==> src/sv/sha256_pkg.sv <==
package sha256_pkg;

  localparam int WORD_W     = 32;
  localparam int NUM_WORDS  = 8;
  localparam int BLK_WORDS  = 16;
  localparam int NUM_ROUNDS = 64;
  localparam int IN_W       = 64;
  localparam int OUT_W      = NUM_WORDS * WORD_W;
  localparam int POS_W      = $clog2(BLK_WORDS / 2);
  localparam int RND_W      = $clog2(NUM_ROUNDS);

  typedef logic [WORD_W-1:0] word_t;
  typedef logic [POS_W-1:0]  pos_t;
  typedef logic [RND_W-1:0]  rnd_t;

  localparam pos_t LAST_POS   = pos_t'(BLK_WORDS / 2 - 1);
  localparam rnd_t LAST_ROUND = rnd_t'(NUM_ROUNDS - 1);

  typedef enum logic [1:0] {
    ST_IDLE,
    ST_ROUND,
    ST_ADD
  } state_t;

  localparam word_t INIT_HASH [NUM_WORDS] = '{
    32'h6a09e667, 32'hbb67ae85, 32'h3c6ef372, 32'ha54ff53a,
    32'h510e527f, 32'h9b05688c, 32'h1f83d9ab, 32'h5be0cd19
  };

  localparam word_t ROUND_K [NUM_ROUNDS] = '{
    32'h428a2f98, 32'h71374491, 32'hb5c0fbcf, 32'he9b5dba5,
    32'h3956c25b, 32'h59f111f1, 32'h923f82a4, 32'hab1c5ed5,
    32'hd807aa98, 32'h12835b01, 32'h243185be, 32'h550c7dc3,
    32'h72be5d74, 32'h80deb1fe, 32'h9bdc06a7, 32'hc19bf174,
    32'he49b69c1, 32'hefbe4786, 32'h0fc19dc6, 32'h240ca1cc,
    32'h2de92c6f, 32'h4a7484aa, 32'h5cb0a9dc, 32'h76f988da,
    32'h983e5152, 32'ha831c66d, 32'hb00327c8, 32'hbf597fc7,
    32'hc6e00bf3, 32'hd5a79147, 32'h06ca6351, 32'h14292967,
    32'h27b70a85, 32'h2e1b2138, 32'h4d2c6dfc, 32'h53380d13,
    32'h650a7354, 32'h766a0abb, 32'h81c2c92e, 32'h92722c85,
    32'ha2bfe8a1, 32'ha81a664b, 32'hc24b8b70, 32'hc76c51a3,
    32'hd192e819, 32'hd6990624, 32'hf40e3585, 32'h106aa070,
    32'h19a4c116, 32'h1e376c08, 32'h2748774c, 32'h34b0bcb5,
    32'h391c0cb3, 32'h4ed8aa4a, 32'h5b9cca4f, 32'h682e6ff3,
    32'h748f82ee, 32'h78a5636f, 32'h84c87814, 32'h8cc70208,
    32'h90befffa, 32'ha4506ceb, 32'hbef9a3f7, 32'hc67178f2
  };

  function automatic word_t rotr(word_t x, int n);
    return (x >> n) | (x << (WORD_W - n));
  endfunction

  function automatic word_t big_sigma0(word_t x);
    return rotr(x, 2) ^ rotr(x, 13) ^ rotr(x, 22);
  endfunction

  function automatic word_t big_sigma1(word_t x);
    return rotr(x, 6) ^ rotr(x, 11) ^ rotr(x, 25);
  endfunction

  function automatic word_t small_sigma0(word_t x);
    return rotr(x, 7) ^ rotr(x, 18) ^ (x >> 3);
  endfunction

  function automatic word_t small_sigma1(word_t x);
    return rotr(x, 17) ^ rotr(x, 19) ^ (x >> 10);
  endfunction

endpackage

==> src/sv/sha256_block_compression.sv <==
// Channel  Dir  tdata                               tuser
// s_axis   in   [63:0] message_bytes (byte 0 high)  [0] new_message
// m_axis   out  [255:0] hash_word_a..h, a lowest    none
//
// Items 0..6 of a block are only written into the schedule. Item 7 is
// written too, then the block runs 64 rounds through the single round unit
// and adds the result into the chaining value, with input held not ready.
// Reset loads the standard initial hash value and clears the item position.
// The result sits in an output register; the block takes new items while it
// waits, and only the final add stalls if the previous result is still held.
module sha256_block_compression
  import sha256_pkg::*;
(
  input  logic             clk,
  input  logic             rst,
  input  logic             s_axis_tvalid,
  output logic             s_axis_tready,
  input  logic [IN_W-1:0]  s_axis_tdata,   // [63:0] message_bytes
  input  logic             s_axis_tuser,   // [0] new_message
  output logic             m_axis_tvalid,
  input  logic             m_axis_tready,
  output logic [OUT_W-1:0] m_axis_tdata    // [31:0] hash_word_a .. [255:224] hash_word_h
);

  state_t state, state_next;
  pos_t   pos;
  rnd_t   round_cnt;
  word_t  chain     [NUM_WORDS];
  word_t  work      [NUM_WORDS];
  word_t  sched     [BLK_WORDS];
  word_t  out_word  [NUM_WORDS];
  word_t  chain_sum [NUM_WORDS];

  logic  in_xfer;
  logic  out_free;
  pos_t  pos_eff;
  word_t t1, t2, ch, maj, w_new;

  assign s_axis_tready = (state == ST_IDLE);
  assign in_xfer       = s_axis_tvalid && s_axis_tready;
  assign out_free      = !m_axis_tvalid || m_axis_tready;
  assign pos_eff       = s_axis_tuser ? '0 : pos;

  // Round unit, schedule extension, chaining sum and output packing
  always_comb begin
    ch    = (work[4] & work[5]) ^ (~work[4] & work[6]);
    maj   = (work[0] & work[1]) ^ (work[0] & work[2]) ^ (work[1] & work[2]);
    t1    = work[7] + big_sigma1(work[4]) + ch + ROUND_K[round_cnt] + sched[0];
    t2    = big_sigma0(work[0]) + maj;
    w_new = small_sigma1(sched[14]) + sched[9] + small_sigma0(sched[1]) + sched[0];
    for (int i = 0; i < NUM_WORDS; i++) begin
      chain_sum[i]                   = chain[i] + work[i];
      m_axis_tdata[i*WORD_W +: WORD_W] = out_word[i];
    end
  end

  always_comb begin
    state_next = state;
    case (state)
      ST_IDLE: begin
        if (in_xfer && pos_eff == LAST_POS) state_next = ST_ROUND;
      end
      ST_ROUND: begin
        if (round_cnt == LAST_ROUND) state_next = ST_ADD;
      end
      ST_ADD: begin
        if (out_free) state_next = ST_IDLE;
      end
      default: state_next = ST_IDLE;
    endcase
  end

  always_ff @(posedge clk) begin
    if (rst) begin
      state         <= ST_IDLE;
      pos           <= '0;
      round_cnt     <= '0;
      m_axis_tvalid <= 1'b0;
      chain         <= INIT_HASH;
    end else begin
      state <= state_next;
      if (state == ST_ADD && out_free) begin
        m_axis_tvalid <= 1'b1;
      end else if (m_axis_tvalid && m_axis_tready) begin
        m_axis_tvalid <= 1'b0;
      end
      case (state)
        ST_IDLE: begin
          round_cnt <= '0;
          if (in_xfer) begin
            if (s_axis_tuser) chain <= INIT_HASH;
            pos <= (pos_eff == LAST_POS) ? '0 : pos_eff + 1'b1;
          end
        end
        ST_ROUND: begin
          round_cnt <= round_cnt + 1'b1;
        end
        ST_ADD: begin
          if (out_free) chain <= chain_sum;
        end
        default: ;
      endcase
    end
  end

  always_ff @(posedge clk) begin
    case (state)
      ST_IDLE: begin
        if (in_xfer) begin
          sched[{pos_eff, 1'b0}] <= s_axis_tdata[IN_W-1:WORD_W];
          sched[{pos_eff, 1'b1}] <= s_axis_tdata[WORD_W-1:0];
          // last item never carries a reload, so the current chain is right
          if (pos_eff == LAST_POS) work <= chain;
        end
      end
      ST_ROUND: begin
        work[7] <= work[6];
        work[6] <= work[5];
        work[5] <= work[4];
        work[4] <= work[3] + t1;
        work[3] <= work[2];
        work[2] <= work[1];
        work[1] <= work[0];
        work[0] <= t1 + t2;
        for (int i = 0; i < BLK_WORDS - 1; i++) sched[i] <= sched[i+1];
        sched[BLK_WORDS-1] <= w_new;
      end
      ST_ADD: begin
        if (out_free) out_word <= chain_sum;
      end
      default: ;
    endcase
  end

endmodule

==> config.mk <==
export PLATFORM = sky130hd
export DESIGN_NAME = sha256_block_compression
export DESIGN_NICKNAME = d
export VERILOG_FILES = /design/src/sv/sha256_pkg.sv /design/src/sv/sha256_block_compression.sv
export SDC_FILE = /design/constraint.sdc
export NUM_CORES = 2
export LEC_CHECK = 0
export BUFFER_PORTS_ARGS = -buffer_cell sky130_fd_sc_hd__buf_2
export CORE_MARGIN = 2
export CORE_UTILIZATION = 45
export DETAILED_ROUTE_END_ITERATION = 8
export PLACE_DENSITY = 0.68
export SETUP_SLACK_MARGIN = 0.02
export SYNTH_ARGS = -nofsm -noshare
export SYNTH_HDL_FRONTEND = slang
export SYNTH_SLANG_ARGS = --single-unit
==> constraint.sdc <==
create_clock -name clk -period 21 [get_ports clk]
set_clock_uncertainty 0.05 [all_clocks]
set_input_delay 2.1 -clock clk [delete_from_list [all_inputs] [get_ports clk]]
set_output_delay 2.1 -clock clk [all_outputs]
set_load 0.005 [all_outputs]
# Word-level counts from Yosys, hierarchy flattened
# Memory sizes are Yosys's and may differ from the RTL's.
# Index checks and enable logic that the tools add are counted.
# word_totals
register_bits,780
ramBits,512
romBits,2048
in_bits,69
output_inout_bits,258
word_cells,135
mem_count,2
# classes
addsub,20
n_lt_le_gt_ge,1
eq_ne,10
mux,29
bitwise_logic,28
n_reduce_logical,17
# mem_list
memory,words,width,rd,rd_clocked_by_memory_dff,write_ports,line,rtl
(no name shown),64,32,1,0,0,sha256_block_compression.sv:48,t1 = work[7] + big_sigma1(work[4]) + ch + ROUND_K[round_cnt] + sched[0];
sched,16,32,16,0,16,sha256_block_compression.sv:30,word_t sched [BLK_WORDS];
# op_table
cell,count
2-to-1 mux 256 bit,5
case mux 256 bit (2 select lines),2
adder 32 bit,18
XOR 32 bit,9
AND 32 bit,5
2-to-1 mux 32 bit,4
OR reduction 32 bit,2
inverter 32 bit,1
OR 10 x 32 -> 32 bit,1
OR 13 x 32 -> 32 bit,1
OR 14 x 32 -> 32 bit,1
OR 15 x 32 -> 32 bit,1
OR 19 x 32 -> 32 bit,1
OR 21 x 32 -> 32 bit,1
OR 25 x 32 -> 32 bit,1
OR 26 x 32 -> 32 bit,1
OR 30 x 32 -> 32 bit,1
OR 7 x 32 -> 32 bit,1
XOR 32 x 22 -> 32 bit,1
XOR 32 x 29 -> 32 bit,1
case mux 6 bit (2 select lines),1
2-to-1 mux 1 bit,9
2-to-1 mux 4 bit,2
!= test 2 x 1 -> 1 bit (second input constant),4
20 further kinds,31

# Logic depth before layout (Yosys ltp)
# logic_depth
ltp_word,9
ltp_mapped,41

# Worst setup path before layout
# OpenSTA, ideal clock, no wires.
# synth_path
path_kind,input-to-reg
from,input port s_axis_tuser
to,register state[0]
setup_ns,0.106
arrival_ns,14.445
setup_slack_ns,6.399
stages,7
cell_sequence,nor2b_1 ha_1 ha_1 a21oi_1 nor2_1 o21ai_0 nor2_1
# synth_between
elab_chain_cells,5
# synth_lines
item,line,rtl
start: declaration,sha256_block_compression.sv:19,"input logic s_axis_tuser,"
2-to-1 mux 3 bit,sha256_block_compression.sv:42,assign pos_eff = s_axis_tuser ? '0 : pos;
== test 3 bit,sha256_block_compression.sv:61,if (in_xfer && pos_eff == LAST_POS) state_next = ST_ROUND;
logical AND 1 bit,sha256_block_compression.sv:61,
!= test 2 x 1 -> 1 bit (no source line),-,
AND reduction 3 bit (no source line),-,
end signal: assignment,sha256_block_compression.sv:81,state <= state_next;
end: declaration,sha256_block_compression.sv:25,"state_t state, state_next;"
# No other way between the ends.
# A chain may end at the register's enable or synchronous reset.

# Final worst setup path
# layout_path
from,register round_cnt[0]
to,"register work[252] in the netlist's numbering, data pin"
# layout_between
elab_chain_cells,8
# layout_lines
item,line,rtl
start: declaration,sha256_block_compression.sv:27,rnd_t round_cnt;
start signal: assignment,sha256_block_compression.sv:96,round_cnt <= round_cnt + 1'b1;
inverter 6 -> 7 bit (not written as such),sha256_block_compression.sv:48,
memory (64 x 32 bit),-,
2-to-1 mux 32 bit (not written as such) (2 in a row),sha256_block_compression.sv:48,
adder 32 bit (2 in a row),sha256_block_compression.sv:48,
adder 32 bit,sha256_block_compression.sv:124,work[0] <= t1 + t2;
case mux 256 bit (2 select lines),sha256_block_compression.sv:107,case (state)
end signal: assignment,sha256_block_compression.sv:113,if (pos_eff == LAST_POS) work <= chain;
end: declaration,sha256_block_compression.sv:29,word_t work [NUM_WORDS];
# No other way between the ends. The select of a mux whose other input is x is not followed.

==> impl_metrics.yaml <==
run_status:
  outcome: "completed"
synthesis:
  netlist_area_sq_um: 75500
  yosysWarnings: 0
  yosysUniqueCellTypes: 89
  ys.flop_type: "edfxtp_1"
  synth_edf_count: 1024
  ys_seq_elements: 1292
  synthCells: 7235
  yosysTopAreaCell: "edfxtp_1"
  syn_nets: 7894
  syn_area_per_cell_sq_um: 10.4
  yosysSeqAreaShare: 0.478
  synthTopCellsByArea: "edfxtp_1, dfxtp_1, ha_1"
  synthArstFlopShare: 0
  yosysTopAreaCellShare: 0.407
routing:
  viasPerCell: 5.88
  wl_per_cell_microns: 25.7
  drt_wl_total_mm: 249
  met1_length_mm: 104
  ant_nets: 0
  first_iter_violations: 6158
  dr_wl_met2_mm: 114
  top_layer: "met5"
  num_vias: 57100
  drc: 0
  wl_met3_mm: 19.1
  first_pass_iters: 6
clocking:
  cts.reportedPaths.clkPinSlew_ns: 0.07
  post_cts_resized: 0
  cts_tree: "done"
  clockBufferDepth: 3
  root_buffer: "clkbuf_16"
  cts_made_buffers: 141
  worstSkewPairLatency_ns: 0.81
  cts_setup_buffers: 0
  cts_sinks: 1292
  htreeDepth: 4
  cts_hold_buf: 0
critical_path:
  crit_family: "adder cells"
  crit_fanout: 17
  crit_path_max_incr_delay_ns: 0.66
  crit_slowest_cell: "ha_1"
  cp-end-kind: "register"
  crit_top_cell: "inv_1"
  path_class: "register to register"
  start_kind: "register"
  arrival_ns: 10.25
  critPathBufInv: 5
  crit_required_ns: 21.61
power:
  static-leakage-power_nw: 34.7
  intPower_mw: 4.47
  pwr-share-seq: 0.463
  pwr_density_cell_nw_per_um2: 71.6
  p_sw_frac: 0.256
  peakVddDrop_v: 0.0000868
  totalPowerFinal_mw: 6.00
  pwr-share-comb: 0.120
  p_sw_mw: 1.54
  pwr-share-clk: 0.418
timing:
  relSlewSlack: 0.0275
  worstMarginPinSlew_ns: 1.46
  min_period_over_period: 0.459
  setup_viol: 0
  clock.fmax_mhz: 104
  fin_hold_ws_ns: 0.429
  grt_setup_unrepaired: "false"
  fin_crit_ns: 9.65
  tns_ns: 0
  drv_slew: 0
  hold_viol: 0
global_route:
  antenna_found_initial: 7
  grtUsageTotal: 0.286
  grt.overflow.total: 0
  grt_max_degree: 269
  grt_pass1_wl_mm: 363
  grt_pass1_vias: 55000
placed_design:
  io_buffers: 326
  place_hpwl_mm: 183
  gp_congestion: 1.00
finish:
  final_core_util: 0.502
  areaGrowthSynthToFinish_pct: 11.0
  layout-drive-gt1-share: 0.0887
  final_nets: 8039
die:
  die_h_microns: 414
  fp.dieW_microns: 414
  rows: 150
  coreArea_sq_um: 167000
  pin_count: 327
  dieArea_sq_um: 171000
  start_util: 0.452
min_path:
  hp-class: "register to register"
job:
  max_cap_violations: 0
-- power by group through the flow --
stage | sequential (mW) | combinational [mW] | clock [mW]
4_1_cts | 2.78 | 0.711 | 2.55
3_5_place_dp | 2.83 | 0.705 | 0
6_report | 2.78 | 0.718 | 2.51
2_1_floorplan | 2.82 | 0.494 | 0
3_3_place_gp | 2.83 | 0.703 | 0
5_1_grt | 2.78 | 0.783 | 2.64
-- metrics by stage --
stage | setup WS, ns | area, sq um | std cells
after floorplan | 6.40 | 75500 | 7235
after CTS | 11.53 | 83800 | 9701
after global routing | 10.79 | 83800 | 9704
final | 11.35 | 83800 | 9706
after detailed placement | 11.53 | 79200 | 9441
after global placement | 11.71 | 79200 | 9441
-- final timing paths --
kind / startpoint / end / slack (ns) / cells past startpoint
max: round_cnt[0]$_SDFFE_PP0P_ / work[252]$_DFFE_PP_ / 11.35 / 33
min: chain[160]$_SDFFE_PP0P_ / chain[160]$_SDFFE_PP0P_ / 0.43 / 2
max reg2reg: round_cnt[0]$_SDFFE_PP0P_ / work[252]$_DFFE_PP_ / 11.35 / 33
min reg2reg: chain[160]$_SDFFE_PP0P_ / chain[160]$_SDFFE_PP0P_ / 0.43 / 2
-- tightest hold or removal path, cell delays in order (launching register included) --
cell and delay [ns]:
dfxtp_1 0.32, nand2_1 0.06, a21oi_1 0.05
-- cell families (layout without fill, tap and decap cells) --
| logic type | count (synthesis) | after routing | share of synthesized area |
|---|---|---|---|
| xor gates and xnor gates | 595 | 595 | 0.0690 |
| DFF | 1292 | 1292 | 0.478 |
| and+or+nand+nor | 1955 | 1955 | 0.115 |
| adders and majority gates | 593 | 593 | 0.117 |
| buffers and inverters | 780 | 1042 | 0.0388 |
| muxes | 52 | 52 | 0.00798 |
| AOI/OAI and AO/OA | 1968 | 1968 | 0.174 |
| other | 0 | 5 | 0 |
-- routing by layer --
metal,GRT usage,vias to the layer above
met3,0.0448,499
li1,-,26000
met5,0,-
met1,0.387,28200
met4,0.137,4
met2,0.450,2425
-- cell usage after synthesis, drive strengths merged (8+ instances only) --
library cell / number
o22a: 34
edfxtp: 1024
a22o: 44
o21a: 48
and2: 67
a221oi: 16
a211o: 12
nor2b: 59
a22oi: 69
clkbuf: 319
o311ai: 8
nand3: 80
a31oi: 46
a21boi: 18
or3: 18
xor2: 172
o21bai: 64
fa: 195
o22ai: 84
mux2i: 40
nor4: 11
o31a: 8
and3: 31
nor2: 318
nand2: 1058
and4: 12
o21ai: 374
or2: 10
a21o: 589
o31ai: 38
o211ai: 22
nor3: 87
a311oi: 10
a211oi: 48
a31o: 10
dfxtp: 268
nand4: 25
xnor2: 423
a21oi: 362
ha: 395
nand2b: 155
buf: 70
inv: 389
-- layout make-up --
cell class | instances | area, sq um
fillers | 15200 | 83200
multi-input cells | 5163 | 36700
flip-flops and latches | 1292 | 36100
clock buffers | 176 | 3770
well taps | 2204 | 2760
repair buffers | 391 | 2180
inverters | 391 | 1480
clock inverters | 84 | 843
diodes | 5 | 12.5
-- placed cells by master (no fill, tap or decap), types with 79 or more instances in the layout --
| cell type | n |
|---|---|
| dfxtp_1 | 265 |
| nor2_1 | 315 |
| nor3_1 | 87 |
| nand2_1 | 1056 |
| edfxtp_1 | 1024 |
| inv_1 | 388 |
| o21ai_0 | 345 |
| a21o_1 | 589 |
| xor2_1 | 172 |
| nand2b_1 | 152 |
| fa_1 | 195 |
| buf_2 | 325 |
| o22ai_1 | 84 |
| ha_1 | 395 |
| nand3_1 | 79 |
| xnor2_1 | 423 |
| clkbuf_16 | 144 |
| a21oi_1 | 360 |
-- flip-flops by register name, indices dropped and copies added, names as in the netlist --
register and count:
round_cnt 6, work 256, pos 3, m_axis_tdata 256, m_axis_tvalid 1, chain 256, sched 512, state 2
No activity file was read; power rests on OpenSTA's default activity.
